[config.mk]
export PLATFORM = sky130hd
export DESIGN_NAME = rgb_to_hsv_converter
export DESIGN_NICKNAME = d
export VERILOG_FILES = /design/src/rtl/rth_pkg.sv /design/src/rtl/rth_divider.sv /design/src/rtl/rgb_to_hsv_converter.sv
export SDC_FILE = /design/constraint.sdc
export NUM_CORES = 1
export LEC_CHECK = 0
export ABC_AREA = 1
export BUFFER_PORTS_ARGS = -buffer_cell sky130_fd_sc_hd__buf_2
export CAP_MARGIN = 20
export CORE_MARGIN = 2
export CORE_UTILIZATION = 55
export DETAILED_ROUTE_END_ITERATION = 10
export GPL_TIMING_DRIVEN = 1
export PLACE_DENSITY = 0.82
export SYNTH_ARGS = -nofsm -noshare
export SYNTH_HDL_FRONTEND = slang
export SYNTH_SLANG_ARGS = --single-unit
[constraint.sdc]
create_clock -name clk -period 37.1 [get_ports clk]
set_input_delay 1.855 -clock clk [delete_from_list [all_inputs] [get_ports clk]]
set_output_delay 1.855 -clock clk [all_outputs]
set_load 0.01 [all_outputs]
[src/rtl/rth_pkg.sv]
// ----------------------------------------------------------------------------
// rth_pkg
// Shared constants and types for the RGB to HSV converter.
// ----------------------------------------------------------------------------
package rth_pkg;

    // Default channel width and number of fractional hue bits.
    localparam int CHANNEL_BITS_DEFAULT  = 8;
    localparam int HUE_FRAC_BITS_DEFAULT = 6;

    // One colour sector spans this many whole degrees; a full turn has six.
    localparam int SECTOR_DEGREES = 60;
    localparam int SECTOR_COUNT   = 6;

    // Whole degree bits of the hue field (0 to 359).
    localparam int HUE_INT_BITS = 9;

    // Bits needed for one sector in fixed point, less the fractional bits.
    localparam int SECTOR_INT_BITS = 6;

    // Which channel is the largest, and so which sector formula applies.
    typedef enum logic [1:0] {
        SEL_RED,
        SEL_GREEN,
        SEL_BLUE
    } hue_sel_t;

endpackage

[src/rtl/rth_divider.sv]
// ----------------------------------------------------------------------------
// rth_divider
// Pipelined restoring divider: one quotient bit per register stage.
// ----------------------------------------------------------------------------
module rth_divider #(
    parameter int DEN_BITS = 8,
    parameter int Q_BITS   = 12,
    parameter int REM_BITS = DEN_BITS + Q_BITS
) (
    input  logic                clk,
    input  logic                en,
    input  logic [REM_BITS-1:0] num,
    input  logic [DEN_BITS-1:0] den,
    output logic [Q_BITS-1:0]   quo
);

    // The numerator must stay below den shifted left by Q_BITS.
    logic [REM_BITS-1:0] rem_reg [Q_BITS];
    logic [DEN_BITS-1:0] den_reg [Q_BITS];
    logic [Q_BITS-1:0]   quo_reg [Q_BITS];

    for (genvar k = 0; k < Q_BITS; k++) begin : g_stage
        logic [REM_BITS-1:0] rem_in;
        logic [DEN_BITS-1:0] den_in;
        logic [Q_BITS-1:0]   quo_in;
        logic [REM_BITS-1:0] trial;
        logic                fits;
        logic [REM_BITS-1:0] rem_next;
        logic [Q_BITS-1:0]   quo_next;

        // Operands come from the ports on the first stage, else from the one before.
        if (k == 0) begin : g_first
            assign rem_in = num;
            assign den_in = den;
            assign quo_in = '0;
        end
        else begin : g_rest
            assign rem_in = rem_reg[k-1];
            assign den_in = den_reg[k-1];
            assign quo_in = quo_reg[k-1];
        end

        // Try to take the shifted divisor away from the partial remainder.
        always_comb
        begin
            trial    = REM_BITS'(den_in) << (Q_BITS - 1 - k);
            fits     = (rem_in >= trial);
            rem_next = fits ? (rem_in - trial) : rem_in;
            quo_next = {quo_in[Q_BITS-2:0], fits};
        end

        always_ff @(posedge clk)
        begin
            if (en)
            begin
                rem_reg[k] <= rem_next;
                den_reg[k] <= den_in;
                quo_reg[k] <= quo_next;
            end
        end
    end

    assign quo = quo_reg[Q_BITS-1];

endmodule

[src/rtl/rgb_to_hsv_converter.sv]
// Path: an accepted input passes the stage 1 and stage 2 registers, then Q
// = max(6 + HUE_FRAC_BITS, CHANNEL_BITS) divider stages, then the output register.
// Throughput: one pixel per cycle; the whole pipeline advances together and
// holds while a result waits at the output register.
// Reset: rst_n clears all valid bits asynchronously; data registers are not reset.
// ----------------------------------------------------------------------------
// rgb_to_hsv_converter
// Streaming RGB to HSV pixel converter with hue in fixed-point degrees.
// ----------------------------------------------------------------------------
module rgb_to_hsv_converter #(
    parameter int CHANNEL_BITS  = rth_pkg::CHANNEL_BITS_DEFAULT,
    parameter int HUE_FRAC_BITS = rth_pkg::HUE_FRAC_BITS_DEFAULT,
    parameter int IN_BITS       = ((3 * CHANNEL_BITS + 7) / 8) * 8,
    parameter int OUT_BITS      =
        ((rth_pkg::HUE_INT_BITS + HUE_FRAC_BITS + 2 * CHANNEL_BITS + 7) / 8) * 8
) (
    input  logic                clk,
    input  logic                rst_n,

    input  logic                s_tvalid,
    output logic                s_tready,
    // Fields from bit 0: red_in, green_in, blue_in, zero padding.
    input  logic [IN_BITS-1:0]  s_tdata,

    output logic                m_tvalid,
    input  logic                m_tready,
    // Fields from bit 0: hue_out, saturation_out, value_out, zero padding.
    output logic [OUT_BITS-1:0] m_tdata
);

    localparam int CB        = CHANNEL_BITS;
    localparam int HUE_BITS  = rth_pkg::HUE_INT_BITS + HUE_FRAC_BITS;
    localparam int SQ_BITS   = rth_pkg::SECTOR_INT_BITS + HUE_FRAC_BITS;
    localparam int QW        = (SQ_BITS > CB) ? SQ_BITS : CB;
    localparam int RW        = CB + QW;
    localparam int SECTOR    = rth_pkg::SECTOR_DEGREES << HUE_FRAC_BITS;
    localparam int CMAX      = (1 << CB) - 1;
    localparam int OUT_PAD   = OUT_BITS - HUE_BITS - 2 * CB;

    localparam logic [HUE_BITS-1:0] HUE_GREEN = HUE_BITS'(2 * SECTOR);
    localparam logic [HUE_BITS-1:0] HUE_BLUE  = HUE_BITS'(4 * SECTOR);
    localparam logic [HUE_BITS-1:0] HUE_TURN  =
        HUE_BITS'(rth_pkg::SECTOR_COUNT * SECTOR);

    // The whole pipeline moves when the output register is free or being emptied.
    logic adv;
    assign adv      = !m_tvalid || m_tready;
    assign s_tready = adv;

    // ------------------------------------------------------------------
    // Stage 1: largest and smallest channel, sector choice and difference.
    // ------------------------------------------------------------------
    logic [CB-1:0]     red, green, blue;
    logic [CB-1:0]     mx, mn, op_a, op_b;
    rth_pkg::hue_sel_t sel;

    assign red   = s_tdata[CB-1:0];
    assign green = s_tdata[2*CB-1:CB];
    assign blue  = s_tdata[3*CB-1:2*CB];

    always_comb
    begin
        if (red >= green && red >= blue)
        begin
            sel  = rth_pkg::SEL_RED;
            mx   = red;
            op_a = green;
            op_b = blue;
        end
        else if (green >= blue)
        begin
            sel  = rth_pkg::SEL_GREEN;
            mx   = green;
            op_a = blue;
            op_b = red;
        end
        else
        begin
            sel  = rth_pkg::SEL_BLUE;
            mx   = blue;
            op_a = red;
            op_b = green;
        end
        mn = red;
        if (green < mn)
        begin
            mn = green;
        end
        if (blue < mn)
        begin
            mn = blue;
        end
    end

    logic              v1_reg;
    logic [CB-1:0]     mx1_reg, delta1_reg, abs1_reg;
    logic              neg1_reg;
    rth_pkg::hue_sel_t sel1_reg;

    always_ff @(posedge clk or negedge rst_n)
    begin
        if (!rst_n)
        begin
            v1_reg <= 1'b0;
        end
        else if (adv)
        begin
            v1_reg <= s_tvalid;
        end
    end

    always_ff @(posedge clk)
    begin
        if (adv)
        begin
            mx1_reg    <= mx;
            delta1_reg <= mx - mn;
            neg1_reg   <= (op_a < op_b);
            abs1_reg   <= (op_a < op_b) ? (op_b - op_a) : (op_a - op_b);
            sel1_reg   <= sel;
        end
    end

    // ------------------------------------------------------------------
    // Stage 2: scale the dividends by one sector and by full scale.
    // ------------------------------------------------------------------
    logic              v2_reg;
    logic [RW-1:0]     numh2_reg, nums2_reg;
    logic [CB-1:0]     mx2_reg, delta2_reg;
    logic              neg2_reg, zero2_reg;
    rth_pkg::hue_sel_t sel2_reg;

    always_ff @(posedge clk or negedge rst_n)
    begin
        if (!rst_n)
        begin
            v2_reg <= 1'b0;
        end
        else if (adv)
        begin
            v2_reg <= v1_reg;
        end
    end

    always_ff @(posedge clk)
    begin
        if (adv)
        begin
            numh2_reg  <= RW'(abs1_reg) * RW'(SECTOR);
            nums2_reg  <= RW'(delta1_reg) * RW'(CMAX);
            mx2_reg    <= mx1_reg;
            delta2_reg <= delta1_reg;
            neg2_reg   <= neg1_reg;
            zero2_reg  <= (delta1_reg == '0);
            sel2_reg   <= sel1_reg;
        end
    end

    // ------------------------------------------------------------------
    // Divider stages: hue part over delta, saturation over the maximum.
    // ------------------------------------------------------------------
    logic [QW-1:0] quo_h, quo_s;

    rth_divider #(
        .DEN_BITS (CB),
        .Q_BITS   (QW),
        .REM_BITS (RW)
    ) u_div_hue (
        .clk (clk),
        .en  (adv),
        .num (numh2_reg),
        .den (delta2_reg),
        .quo (quo_h)
    );

    rth_divider #(
        .DEN_BITS (CB),
        .Q_BITS   (QW),
        .REM_BITS (RW)
    ) u_div_sat (
        .clk (clk),
        .en  (adv),
        .num (nums2_reg),
        .den (mx2_reg),
        .quo (quo_s)
    );

    // Side information travels alongside the divider stages.
    logic              vd_reg   [QW];
    logic [CB-1:0]     mxd_reg  [QW];
    logic              negd_reg [QW];
    logic              zerod_reg[QW];
    rth_pkg::hue_sel_t seld_reg [QW];

    always_ff @(posedge clk or negedge rst_n)
    begin
        if (!rst_n)
        begin
            for (int k = 0; k < QW; k++)
            begin
                vd_reg[k] <= 1'b0;
            end
        end
        else if (adv)
        begin
            vd_reg[0] <= v2_reg;
            for (int k = 1; k < QW; k++)
            begin
                vd_reg[k] <= vd_reg[k-1];
            end
        end
    end

    always_ff @(posedge clk)
    begin
        if (adv)
        begin
            mxd_reg[0]   <= mx2_reg;
            negd_reg[0]  <= neg2_reg;
            zerod_reg[0] <= zero2_reg;
            seld_reg[0]  <= sel2_reg;
            for (int k = 1; k < QW; k++)
            begin
                mxd_reg[k]   <= mxd_reg[k-1];
                negd_reg[k]  <= negd_reg[k-1];
                zerod_reg[k] <= zerod_reg[k-1];
                seld_reg[k]  <= seld_reg[k-1];
            end
        end
    end

    // ------------------------------------------------------------------
    // Final stage: place the signed sector part onto its sector offset.
    // ------------------------------------------------------------------
    logic [HUE_BITS-1:0] q_part, hue_base, hue_next;
    logic [CB-1:0]       sat_next;

    always_comb
    begin
        q_part = HUE_BITS'(quo_h[SQ_BITS-1:0]);
        case (seld_reg[QW-1])
            rth_pkg::SEL_RED:
            begin
                // A negative red part wraps round a full turn, unless it truncated to zero.
                hue_base = (negd_reg[QW-1] && q_part != '0) ? HUE_TURN : '0;
            end
            rth_pkg::SEL_GREEN:
            begin
                hue_base = HUE_GREEN;
            end
            rth_pkg::SEL_BLUE:
            begin
                hue_base = HUE_BLUE;
            end
            default:
            begin
                hue_base = '0;
            end
        endcase
        hue_next = negd_reg[QW-1] ? (hue_base - q_part) : (hue_base + q_part);
        sat_next = quo_s[CB-1:0];
        // A grey pixel has neither hue nor saturation.
        if (zerod_reg[QW-1])
        begin
            hue_next = '0;
            sat_next = '0;
        end
    end

    logic                out_valid_reg;
    logic [HUE_BITS-1:0] hue_reg;
    logic [CB-1:0]       sat_reg, val_reg;

    always_ff @(posedge clk or negedge rst_n)
    begin
        if (!rst_n)
        begin
            out_valid_reg <= 1'b0;
        end
        else if (adv)
        begin
            out_valid_reg <= vd_reg[QW-1];
        end
    end

    always_ff @(posedge clk)
    begin
        if (adv)
        begin
            hue_reg <= hue_next;
            sat_reg <= sat_next;
            val_reg <= mxd_reg[QW-1];
        end
    end

    assign m_tvalid = out_valid_reg;

    if (OUT_PAD > 0) begin : g_pad
        assign m_tdata = {{OUT_PAD{1'b0}}, val_reg, sat_reg, hue_reg};
    end
    else begin : g_nopad
        assign m_tdata = {val_reg, sat_reg, hue_reg};
    end

endmodule

**After elaboration in Yosys (flattened, before gate mapping)**

Memory sizes are Yosys's and may differ from the RTL's. A register that Yosys moved wholly into a read port is not among the register bits.
Index checks and enable logic that the tools add are counted.

- Add/subtract/negate cells: 29
- Divide/modulo/power cells: 0
- Reductions and logical operators: 7
- $mul: 2
- Equal/unequal tests: 2
- Bitwise operators: 0
- Muxes and demuxes: 39
- Shifts and indexed selects: 0
- Order comparisons: 30

Operators with widths:

| cell | number |
|---|---|
| $mux 20 | 24 |
| $mux 8 | 9 |
| $pmux 15 s3 | 1 |
| $ge 20x10->1 | 2 |
| $ge 20x11->1 | 2 |
| $ge 20x12->1 | 2 |
| $ge 20x13->1 | 2 |
| $ge 20x14->1 | 2 |
| $ge 20x15->1 | 2 |
| $ge 20x16->1 | 2 |
| $ge 20x17->1 | 2 |
| $ge 20x18->1 | 2 |
| $ge 20x8->1 | 2 |
| $ge 20x9->1 | 2 |
| $sub 20x10->20 | 2 |
| $sub 20x11->20 | 2 |
| $sub 20x12->20 | 2 |
| $sub 20x13->20 | 2 |
| $sub 20x14->20 | 2 |
| $sub 20x15->20 | 2 |
| $sub 20x16->20 | 2 |
| $sub 20x17->20 | 2 |
| $sub 20x18->20 | 2 |
| $sub 20x8->20 | 2 |
| other kinds (23) | 33 |

- Input bits: 28
- Memories: 10
- Output and inout port bits: 34
- Bits in writable memories: 1104
- Latch bits: 0
- Register bits: 105
- Memory bits (read-only): 0

Memory list:

| memory | words | bits a word | rd ports | clocked after memory_dff | wr ports | line | RTL |
|---|---|---|---|---|---|---|---|
| u_div_hue.rem_reg | 12 | 20 | 11 | 0 | 12 | rth_divider.sv:18 | `logic [REM_BITS-1:0] rem_reg [Q_BITS];` |
| u_div_sat.rem_reg | 12 | 20 | 11 | 0 | 12 | rth_divider.sv:18 |  |
| u_div_hue.quo_reg | 12 | 12 | 12 | 0 | 12 | rth_divider.sv:20 | `logic [Q_BITS-1:0] quo_reg [Q_BITS];` |
| u_div_sat.quo_reg | 12 | 12 | 12 | 1 | 12 | rth_divider.sv:20 |  |
| mxd_reg | 12 | 8 | 12 | 1 | 12 | rgb_to_hsv_converter.sv:190 | `logic [CB-1:0] mxd_reg [QW];` |
| u_div_hue.den_reg | 12 | 8 | 11 | 0 | 12 | rth_divider.sv:19 | `logic [DEN_BITS-1:0] den_reg [Q_BITS];` |
| 4 more memories | -- | -- | -- | -- | -- | -- |  |

**Depth between registers and ports, before layout**

An unclocked memory read counts as a cell.

- Word-level depth: 7
- Gate-level depth with buffers: 34
- Mapped depth without buffers: 32

**By module**

A second synthesis with hierarchy kept.

- Cell total of the unflattened synthesis: 5447
- Area total of the unflattened synthesis: 55241.7 sq um

Modules (own cells, without submodules):

| module | sequential area each (sq um) | area an instance (sq um) | cells each | times used |
|---|---|---|---|---|
| rth_divider (u_div_sat) | 11591.1 | 20970.1 | 2193 | 1 |
| rth_divider (u_div_hue) | 11591.1 | 20644.8 | 2194 | 1 |
| rgb_to_hsv_converter | 7852.5 | 13626.8 | 1060 | 1 |

**Least setup slack after synthesis**

OpenSTA, ideal clock, no wires.

- Path kind: input port to flip-flop
- Start point: input m_tready
- End point: register v1_reg
- Slack: 9.585 ns
- Setup time: 0.179 ns
- Required time: 36.921 ns
- Data arrival time: 27.336 ns
- Stages on the path: 4
- Cell sequence: inv_1 nand2_1 clkbuf_1 mux2_2

- Longest elaborated chain between the ends: 1

Ends and longest elaborated chain:

| item | line | RTL |
|---|---|---|
| start, declared | rgb_to_hsv_converter.sv:26 | `input logic m_tready,` |
| $logic_or 1x1->1 | rgb_to_hsv_converter.sv:47 | `assign adv = !m_tvalid \|\| m_tready;` |
| net s_tready | rgb_to_hsv_converter.sv:21 | `output logic s_tready,` |
| end signal, assigned | rgb_to_hsv_converter.sv:108 | `v1_reg <= s_tvalid;` |
| end, declared | rgb_to_hsv_converter.sv:95 | `logic v1_reg;` |

The timed path passes the listed nets, and every way through them passes these cells.
A chain may end at the register's enable or synchronous reset.

==> impl_metrics.ini <==
[status]
status = complete, no violations

[placement]
dp_hpwl_mm = 57.4
port_buffers = 60
placed_cell_area_mm2 = 0.0454
place.gp.congestion = 0.918

[setup_path]
worstPathMaxFanout = 200
cp_cell_sequence = buf_2 > inv_1 > nand2_4 > buf_12 > buf_4 > buf_4 > buf_4 > buf_4 > buf_4
worst_setup_path_end_kind = flop
crit_required_ns = 37.38
cp_common_cell = buf_4
worstPathArrival_ns = 7.16
worst-path-stages = 9
path_delay_family = buffers and inverters
start_kind = input pin
cp_slowest_cell = buf_4
r2r_end = u_div_sat.quo_reg[10][1]
rrSetupSlack_ns = 31.14
r2r_start = m_tvalid
critPathMaxStageDelay_ns = 0.92
critPathLaunch = m_tready
path_buf_inv = 8
reg2reg_depth = 7
crit_type = in -> reg

[drt]
drtPass1Iterations = 5
wl_per_cell_um = 15.5
wl_met1_mm = 30.7
drtIter0Drc = 1664
dr_total_vias = 28100
wl_met3_mm = 2.95
met2WireLength_mm = 44.7
routed_wl_mm = 80.9
ant_nets = 0
drc = 0
via_per_inst = 5.38
dr.max_layer_used = met4

[synthesis]
netlist_instances = 3989
synth-seq-cells = 835
syn_nets = 4390
synth_edf_count = 820
syn_avg_cell_area_um2 = 11.0
synth_warnings = 0
synth_cell_types = 69
syn-cell-area_mm2 = 0.0438
ys.flop_type = edfxtp_1
ys_seq_area_share_pct = 57.0
async_reset_ff_share_pct = 1.80

[grt]
grt.total_usage_pct = 19.9
grt_pass1_wl_mm = 134
grt-ovfl-total = 0
first_global_vias = 28500
grt_antenna_before_repair = 0
grt_start_max_net_pins = 201

[cts]
cts_buffers = 82
cts.path.max_buffers = 3
cts.clk_slew.worst_paths_ns = 0.06
cts_htree_levels = 3
cts_setup_buffers = 0
insertion_delay_ns = 0.64
cts_tree = yes
cts_resized = 0
postCtsHoldBufs = 0
root_buffer = clkbuf_16
cts.sinks = 835

[floorplanning]
die_w_um = 286
die_y_um = 286
die_area_mm2 = 0.0820
core_area_mm2 = 0.0790
io_pins = 62
start_util_pct = 55.5
rows = 103

[finish]
diodes = 0
area_delta_synth_final_pct = 9.85
final_cell_mix = 820 x edfxtp_1, 634 x inv_1, 623 x nand2_1
largest_reg_flops = 211
layout_commonest_cell = edfxtp_1
finish.instance_area_mm2 = 0.0482
multi_input_area_mm2 = 0.0162
n_fill_cell = 5773
layout-drive-gt1-share_pct = 6.59
seq_area_mm2 = 0.0250
fin_nets = 4505

[sta]
fmax_mhz = 145
drv_slew = 0
layout_min_cycle_time_ns = 6.89
setup_viol = 0
rsz0062_at_grt = false
slew_headroom_pct = 24.2
hold_viol = 0
worstMarginPinSlew_ns = 1.14
setup-tns-final_ns = 0
post-route-period-util_pct = 18.6
fin_worst_skew_ns = 0.0191

[min_path]
hp-class = reg -> reg
hold_start = u_div_sat.quo_reg[6][2]
hold_end = u_div_sat.quo_reg[7][3]
whs_path_depth = 0

[run]
drv_cap = 0
==> stage by stage <==
stage	hold slack (ns)	setup WS [ns]	std cells	util, %
after CTS	0.410	30.18	5222	61.0
after global routing	0.422	29.68	5222	61.0
after global placement	0.400	29.60	5070	57.4
after floorplan	0.400	9.59	3989	-
after detailed placement	0.405	29.49	5070	57.4
final	0.411	30.21	5222	61.0
==> Yosys cell counts, drive strengths merged, types with 33 or more instances <==
master | n | area (um^2)
nor4 | 33 | 206
o21ai | 268 | 1360
nor3 | 61 | 337
nand2 | 631 | 2390
edfxtp | 820 | 24600
inv | 641 | 2410
xnor2 | 88 | 771
xor2 | 150 | 1320
fa | 68 | 1360
ha | 305 | 3820
nand4 | 33 | 206
nor2 | 306 | 1200
nand3 | 106 | 546
a21oi | 225 | 1140
==> how the worst max path moves through the flow <==
stage                                to
2_1_floorplan                    v1_reg
3_3_place_gp                 sat_reg[5]
3_5_place_dp                 sat_reg[2]
4_1_cts        u_div_sat.quo_reg[11][3]
5_1_grt        u_div_sat.quo_reg[10][3]
6_report       u_div_sat.quo_reg[10][1]
==> layer usage <==
layer,vias to the layer above,track usage (%)
li1,13900,-
met1,13300,21.5
met2,630,39.0
met3,197,2.68
met4,0,7.81
met5,-,0
==> final cells by class <==
| class | instances | share of cell area, % |
|---|---|---|
| clock buffers | 96 | 4.37 |
| clock inverters | 56 | 1.44 |
| inverters | 643 | 5.01 |
| multi-input cells | 2473 | 33.7 |
| flip-flops and latches | 835 | 51.9 |
| well taps | 1050 | 2.73 |
| repair buffers | 69 | 0.816 |
==> logic make-up (layout without fill, tap and decap cells) <==
group / after synthesis / after routing / share of synthesized area, %
compound gates: 625 / 625 / 8.13
xor+xnor: 238 / 238 / 4.77
fa+ha+maj: 373 / 373 / 11.8
buf+inv: 681 / 864 / 5.94
flops: 835 / 835 / 57.0
mux: 15 / 15 / 0.380
other cells: 1 / 1 / 0.00855
simple gates: 1221 / 1221 / 11.9
Power is left out: the tool's default activity adds up to more than one toggle a clock period on the data nets, which glitch-free logic cannot reach.
